<file path="config.mk">
export PLATFORM = sky130hd
export DESIGN_NAME = sfdc_sine
export DESIGN_NICKNAME = d
export VERILOG_FILES = /design/src/hw/rtl/sfdc_pkg.sv /design/src/hw/rtl/sfdc_sine.sv
export SDC_FILE = /design/constraint.sdc
export NUM_CORES = 1
export LEC_CHECK = 0
export ABC_AREA = 1
export BUFFER_PORTS_ARGS = -buffer_cell sky130_fd_sc_hd__buf_2
export CORE_ASPECT_RATIO = 1.2
export CORE_MARGIN = 2
export CORE_UTILIZATION = 71
export CTS_CLUSTER_DIAMETER = 50
export DETAILED_ROUTE_END_ITERATION = 10
export GPL_TIMING_DRIVEN = 0
export HOLD_SLACK_MARGIN = 0.03
export PLACE_DENSITY = 0.88
export REMOVE_ABC_BUFFERS = 1
export SLEW_MARGIN = 20
export SYNTH_ARGS = -nofsm -noshare
export SYNTH_HDL_FRONTEND = slang
export SYNTH_SLANG_ARGS = --single-unit
</file>
<file path="constraint.sdc">
create_clock -name clock -period 9.81 [get_ports clock]
set_input_delay 1.962 -clock clock [delete_from_list [all_inputs] [get_ports clock]]
set_output_delay 1.962 -clock clock [all_outputs]
set_load 0.03 [all_outputs]
</file>
<file path="src/hw/rtl/sfdc_pkg.sv">
// sfdc_pkg: shared constants and codes for the stereo flanger / echo chain
// no dependencies; used by the top level, the sine unit and the checker
`timescale 1ns / 1ps

package sfdc_pkg;

   // default sizes of the two delay lines and of the lfo table
   localparam int FLANGER_ENTRIES_DEF = 4096;
   localparam int ECHO_ENTRIES_DEF    = 131072;
   localparam int SINE_ENTRIES_DEF    = 1024;

   // register map, one 32-bit word per register
   localparam int CSR_ADDR_W = 5;

   typedef enum logic [2:0] {
      REG_FLANGER_DEPTH = 3'd0,
      REG_LFO_STEP      = 3'd1,
      REG_DELAY_TAPS    = 3'd2,
      REG_FEEDBACK_GAIN = 3'd3,
      REG_PREV_WEIGHT   = 3'd4
   } reg_index_type;

   localparam logic [15:0] FLANGER_DEPTH_RST = 16'd32768;
   localparam logic [15:0] LFO_STEP_RST      = 16'd0;
   localparam logic [16:0] DELAY_TAPS_RST    = 17'd24000;
   localparam logic [15:0] FEEDBACK_GAIN_RST = 16'd16384;
   localparam logic [15:0] PREV_WEIGHT_RST   = 16'd0;

endpackage

</file>
<file path="src/hw/rtl/sfdc_sine.sv">
// sfdc_sine: seven-stage pipelined sine of the lfo phase (q14 polynomial)
// depends on sfdc_pkg for nothing but the table size default
`timescale 1ns / 1ps

module sfdc_sine #(
   parameter int SINE_ENTRIES = sfdc_pkg::SINE_ENTRIES_DEF
) (
   input  logic               clock,
   input  logic               reset,
   input  logic               start,
   input  logic [15:0]        phase,
   output logic               done,
   output logic signed [15:0] sine
);
   import sfdc_pkg::*;

   localparam int KW = $clog2(SINE_ENTRIES);
   localparam logic [32:0] RECIP = 33'((64'd1 << 32) / SINE_ENTRIES);
   localparam logic [KW:0] SE_W  = (KW + 1)'(SINE_ENTRIES);

   logic [6:0] vld_ff, vld_in;

   logic [KW-1:0] k_ff, k_in, k1_ff;
   logic [16:0]   qe_ff, qe_in;
   logic [1:0]    quad2_ff, quad3_ff, quad4_ff, quad5_ff;
   logic [14:0]   u2_in_u_ff, u3_ff, u4_ff, u5_ff;
   logic [14:0]   sq_ff, sq4_ff;
   logic [13:0]   inner_ff;
   logic [14:0]   midv_ff;
   logic signed [15:0] sine_ff;

   logic [15+KW+1:0]  ph_prod;
   logic [KW+33:0]    qe_prod;
   logic [KW+16:0]    num;
   logic [KW+17:0]    rem;
   logic [15:0]       q;
   logic [13:0]       frac;
   logic [14:0]       u_c;
   logic [29:0]       usq;
   logic [25:0]       sq_c;
   logic [28:0]       isq;
   logic [29:0]       rprod;
   logic [15:0]       r2;
   logic [14:0]       s_mag;

   assign vld_in = {vld_ff[5:0], start};

   always_comb begin
      ph_prod = (16 + KW + 1)'(phase) * (16 + KW + 1)'(SINE_ENTRIES);
      k_in    = ph_prod[16 +: KW];
      qe_prod = (KW + 34)'(k_ff) * (KW + 34)'(RECIP);
      qe_in   = qe_prod[32:16];
      // reciprocal estimate is low by at most one
      num  = {1'b0, k1_ff, 16'd0};
      rem  = (KW + 18)'(num) - (KW + 18)'(qe_ff) * (KW + 18)'(SE_W);
      q    = (rem >= (KW + 18)'(SE_W)) ? 16'(qe_ff + 17'd1) : qe_ff[15:0];
      frac = q[13:0];
      u_c  = q[14] ? (15'd16384 - {1'b0, frac}) : {1'b0, frac};
      usq  = u2_in_u_ff * u2_in_u_ff;
      sq_c = 26'(sq_ff) * 26'd1231;
      isq  = 29'(sq4_ff) * 29'(inner_ff);
      rprod = 30'(u5_ff) * 30'(midv_ff);
      r2    = {rprod[28:14], 1'b0};
      s_mag = (r2 > 16'd32767) ? 15'h7fff : r2[14:0];
   end

   always_ff @(posedge clock) begin
      if (reset) begin
         vld_ff <= '0;
      end else begin
         vld_ff <= vld_in;
      end
      k_ff       <= k_in;
      k1_ff      <= k_ff;
      qe_ff      <= qe_in;
      quad2_ff   <= q[15:14];
      u2_in_u_ff <= u_c;
      quad3_ff   <= quad2_ff;
      u3_ff      <= u2_in_u_ff;
      sq_ff      <= usq[28:14];
      quad4_ff   <= quad3_ff;
      u4_ff      <= u3_ff;
      sq4_ff     <= sq_ff;
      inner_ff   <= 14'(14'd10583 - 14'(sq_c[25:14]));
      quad5_ff   <= quad4_ff;
      u5_ff      <= u4_ff;
      midv_ff    <= 15'(15'd25736 - 15'(isq[28:14]));
      sine_ff    <= quad5_ff[1] ? -$signed({1'b0, s_mag}) : $signed({1'b0, s_mag});
   end

   assign done = vld_ff[6];
   assign sine = sine_ff;

endmodule

</file>
* Word level (Yosys, flattened, before mapping)
Index checks and enable logic that the tools add are counted.
** Word-level totals
- Bits of input ports :: 19
- Logic and storage cells :: 34
- Register bits after elaboration :: 170
** Operators by class
- $mul :: 4
- Order comparisons :: 2
- Muxes and demuxes :: 4
- Add/subtract/negate cells :: 6
** Operators with widths (number)
- 15-bit by 15-bit multiplier with 29-bit output :: 2
- 15-bit 2-to-1 mux :: 2
- 15-bit by 14-bit multiplier with 29-bit output :: 1
- 28-bit by 11-bit >= comparator with 1-bit output (second input constant) :: 1
- 26-bit by 26-bit subtractor with 27-bit output :: 1
- 15-bit by 11-bit multiplier with 26-bit output (second input constant) :: 1
- 16-bit by 1-bit adder with 16-bit output (second input constant) :: 1
- 16-bit by 15-bit greater-than comparator with 1-bit output (second input constant) :: 1
- 16-bit 2-to-1 mux :: 1
- 15-bit negator with 16-bit output :: 1
- 15-bit by 14-bit subtractor with 15-bit output (first input constant) :: 1
- 15-bit subtractor (first input constant) :: 1
- 14-bit 2-to-1 mux :: 1
- 14-bit by 12-bit subtractor with 14-bit output (first input constant) :: 1

* Logic depth before layout (Yosys ltp)
- Depth after elaboration :: 5
- Gate-level depth with buffers :: 36

* Worst setup path after synthesis
No wires, ideal clock.
- Path type :: flip-flop to flip-flop
- Start :: register inner_ff[5]
- End :: register midv_ff[12]
- Arrival :: 5.706 ns
- Clock period less this slack :: 5.818 ns
- Stages on the path, launching flop included :: 32
- Buffers on the path :: 1
- Data required time :: 9.697 ns
- Setup slack :: 3.992 ns
- Path through :: dfxtp_1 clkbuf_1 nand2_1 fa_1 inv_1 fa_1 inv_1 fa_1 inv_1 fa_1 fa_1 inv_1 fa_1 inv_1 ha_1 nand2_1 nand2_1 a21oi_1 nand2_1 inv_1 nand2_1 xnor2_1 ha_1 nand3_1 nand2_1 nand2_1 nor2_4 nand2_1 nand2_1 nand2_1 nand2_1 nand2_1
** Between the ends
- Cells in the longest elaborated chain, start to end :: 2
** Ends and longest elaborated chain
- from (decl) :: line sfdc_sine.sv:28 : logic [13:0] inner_ff;
- from (signal assigned) :: line sfdc_sine.sv:84 : inner_ff <= 14'(14'd10583 - 14'(sq_c[25:14]));
- 15-bit by 14-bit multiplier with 29-bit output :: line sfdc_sine.sv:61 : isq = 29'(sq4_ff) * 29'(inner_ff);
- 15-bit subtractor :: line sfdc_sine.sv:87 : midv_ff <= 15'(15'd25736 - 15'(isq[28:14]));
- to (signal assigned) :: line sfdc_sine.sv:87
- to (decl) :: line sfdc_sine.sv:29 : logic [14:0] midv_ff;
No other way between the ends.
A chain may end at the register's enable or synchronous reset.

* Final worst setup path
- Start :: register u5_ff[8]
- End :: register sine_ff[14] (netlist: sine[14])
** Between the ends
- Cells in the longest elaborated chain, start to end :: 5
** Ends and longest elaborated chain
- from (decl) :: line sfdc_sine.sv:26 : logic [14:0] u2_in_u_ff, u3_ff, u4_ff, u5_ff;
- from (signal assigned) :: line sfdc_sine.sv:86 : u5_ff <= u4_ff;
- 15-bit by 15-bit multiplier with 29-bit output (*) :: line sfdc_sine.sv:62 : rprod = 30'(u5_ff) * 30'(midv_ff);
- 16-bit by 15-bit greater-than comparator with 1-bit output :: line sfdc_sine.sv:64 : s_mag = (r2 > 16'd32767) ? 15'h7fff : r2[14:0];
- 15-bit 2-to-1 mux (*) :: line sfdc_sine.sv:64
- 15-bit negator with 16-bit output :: line sfdc_sine.sv:88 : sine_ff <= quad5_ff[1] ? -$signed({1'b0, s_mag}) : $signed({1'b0, s_mag});
- 15-bit 2-to-1 mux (*) :: line sfdc_sine.sv:88
- to (signal assigned) :: line sfdc_sine.sv:88
- to (decl) :: line sfdc_sine.sv:30 : logic signed [15:0] sine_ff;
Mark *: on every way between the ends. The rest lies on a longest branch, timed or not.

==> impl_metrics.json <==
{
  "layout.cells.non_filler": 3957,
  "detail-route-antenna-nets": 0,
  "nets": 4249,
  "cp.arrival_ns": 7.02,
  "startpoint": "u5_ff[8]",
  "dp.cells": 3925,
  "finalHoldViolCount": 0,
  "start_kind": "flop",
  "cp.required_ns": 10.16,
  "diodes": 0,
  "cts_buffer_depth": 2,
  "globalplace.congestion": 0.940,
  "ys_ff_latch": 142,
  "reg2reg_from": "u5_ff[8]",
  "skew_ns": 0.0105,
  "initial_core_util_pct": 71.8,
  "finalSetupTns_ns": 0,
  "synthArstFlopShare_pct": 0,
  "cts_setup_buffers": 0,
  "crit_type": "reg -> reg",
  "r2r_slack_ns": 3.14,
  "cts_tree": "done",
  "min_from": "u4_ff[7]",
  "crit_fanout": 23,
  "antenna_found_initial": 0,
  "synth_edf_count": 0,
  "fin_crit_sh_pct": 68.0,
  "place_area_sq_um": 26600,
  "h-tree-depth": 4,
  "whs_endpoint": "u5_ff[7]",
  "syn_to_final_growth_pct": 5.93,
  "period_needed_ns": 6.67,
  "relSlewSlack_pct": 43.1,
  "end_kind": "flop",
  "final_layout_size_suffix_gt1_share_pct": 2.55,
  "dp_hpwl_mm": 48.8,
  "cap_violations": 0,
  "ys_warn_count": 0,
  "core_area_sq_um": 35800,
  "finalMaxSlewViolations": 0,
  "ys_seq_area_share_pct": 11.1,
  "rsz0062_at_grt": "no",
  "yosys_most_used_dff": "dfxtp_1",
  "drc_errors": 0,
  "status": "completed",
  "hold_buffers": 0,
  "syn_inst": 3371,
  "cts_resized": 0,
  "worst_pin_slew_ns": 0.853,
  "design_area_sq_um": 27200,
  "avgSynthCellArea_sq_um": 7.62,
  "finalSetupViolCount": 0,
  "clock-sinks": 142,
  "portBuffers": 29,
  "wl_mm": 62.4,
  "synth_area_sq_um": 25700,
  "grt-ovfl-total": 0,
  "firstDrtPassIters": 6,
  "fmax_mhz": 150,
  "clk_latency_ns": 0.45,
  "cts_root_buf": "clkbuf_16",
  "grt_max_degree": 24,
  "grt_pass1_vias": 23400,
  "route.vias.total": 21300,
  "cts.clk_slew.worst_paths_ns": 0.07,
  "yosysUniqueCellTypes": 41,
  "grt_pass1_wl_mm": 105,
  "die-height_um": 212,
  "track_usage_pct": 35.0,
  "io_pins": 36,
  "r2r_cells": 26,
  "r2r-end": "sine[14]",
  "vias_per_cell": 5.39,
  "cts_buffers": 17,
  "drt-initial-drc-count": 1268,
  "hold_path_class": "reg -> reg",
  "row_count": 76,
  "drt-wirelength-per-cell_um": 15.8,
  "die_area_sq_um": 37700,
  "die_w_um": 178,
  "hold_depth": 0
}
==> how the worst max path moves through the flow <==
stage	end	slack, ns	cells after the start
global placement	sine[14]	3.35	26
floorplan	midv_ff[12]	4.12	30
detailed placement	sine[14]	3.22	26
global route	sine[14]	2.75	27
CTS	sine[14]	3.18	26
finish	sine[14]	3.14	26
==> sequential cells by signal, summed over array words and instances, names as in the netlist <==
signal and flops:
quad2_ff 1, quad4_ff 1, u5_ff 9, quad3_ff 1
midv_ff 15, sq4_ff 15, u3_ff 9, sine 16
inner_ff 14, qe_ff 10, sq_ff 15, vld_ff 7
u2_in_u_ff 9, u4_ff 9, k_ff 10, quad5_ff 1
==> worst max-delay path, cell delays in order, from the launching register on <==
cell	delay [ns]
dfxtp_1	0.87
nand2_1	0.18
fa_1	0.54
fa_1	0.51
inv_1	0.06
fa_1	0.49
fa_1	0.48
fa_1	0.52
inv_1	0.06
fa_1	0.48
inv_1	0.04
ha_1	0.39
nand2_2	0.12
nor2_4	0.15
nand2_1	0.10
nor2_1	0.11
nand2_1	0.07
nand3_1	0.07
nand2_1	0.06
nand2_2	0.34
nand4_1	0.28
nor2_1	0.26
nand3_2	0.13
nand2_1	0.08
nand2_1	0.06
nand2_1	0.06
inv_1	0.03
==> synthesized netlist by cell type (3+ instances only) <==
cell	n	area (sq um)
a21o_1	6	45.0
a21oi_1	82	410
a31oi_1	5	31.3
and2_1	3	18.8
buf_1	3	11.3
clkbuf_1	63	236
dfxtp_1	142	2840
fa_1	420	8410
ha_1	334	4180
inv_1	984	3690
nand2_1	905	3400
nand2_2	3	18.8
nand3_1	89	445
nand3_2	8	80.1
nand3b_1	14	105
nand4_1	34	213
nor2_1	125	469
nor2_2	8	50.1
nor2_4	3	33.8
nor3_1	15	75.1
o21ai_0	29	145
o21bai_1	12	90.1
xnor2_1	25	219
xor2_1	34	298
==> metrics by stage <==
step,worst slack (ns),hold slack (ns),utilization [%]
floorplan,4.12,0.310,-
global placement,3.35,0.310,74.4
detailed placement,3.22,0.312,74.4
CTS,3.18,0.324,76.1
global route,2.75,0.335,76.1
finish,3.14,0.324,76.1
==> cell families after synthesis <==
| group | after synthesis | synth area share (%) |
|---|---|---|
| simple gates | 1212 | 19.2 |
| buf+inv | 1057 | 15.5 |
| fa+ha+maj | 754 | 49.0 |
| compound gates | 144 | 3.09 |
| flops | 142 | 11.1 |
| xor+xnor | 60 | 2.07 |
| other cells | 2 | 0.0292 |
==> area by class of cell <==
class / count / area, sq um
clock inverters: 15 / 173
inverters: 986 / 3700
repair buffers: 29 / 145
flip-flops and latches: 142 / 2840
fillers: 2537 / 8540
well taps: 468 / 586
clock buffers: 17 / 425
multi-input cells: 2300 / 19300
==> routing by layer <==
layer	part of all wire [%]	vias up	track usage (%)
met5	0	-	0
met2	52	1021	63.7
li1	-	9834	-
met3	6.8	355	5.67
met1	35	10100	37.7
met4	6.4	0	22.0
==> layout by cell type, fill, tap and decap left out, drive strengths merged, types with 2 or more instances in the layout <==
| master | count |
|---|---|
| conb | 130 |
| nand3 | 97 |
| xor2 | 35 |
| fa | 420 |
| a21boi | 2 |
| buf | 29 |
| nor2 | 136 |
| o21ai | 31 |
| dfxtp | 142 |
| nor3 | 15 |
| o21bai | 12 |
| nor4 | 2 |
| nand4 | 34 |
| a21oi | 83 |
| nand3b | 14 |
| a21o | 6 |
| ha | 334 |
| o211ai | 2 |
| xnor2 | 25 |
| and2 | 3 |
| clkbuf | 17 |
| nand2 | 908 |
| a31oi | 5 |
| inv | 993 |
| or2 | 2 |
| clkinv | 6 |
Power is left out: the tool's default activity adds up to more than one toggle a clock period on the data nets, which glitch-free logic cannot reach.
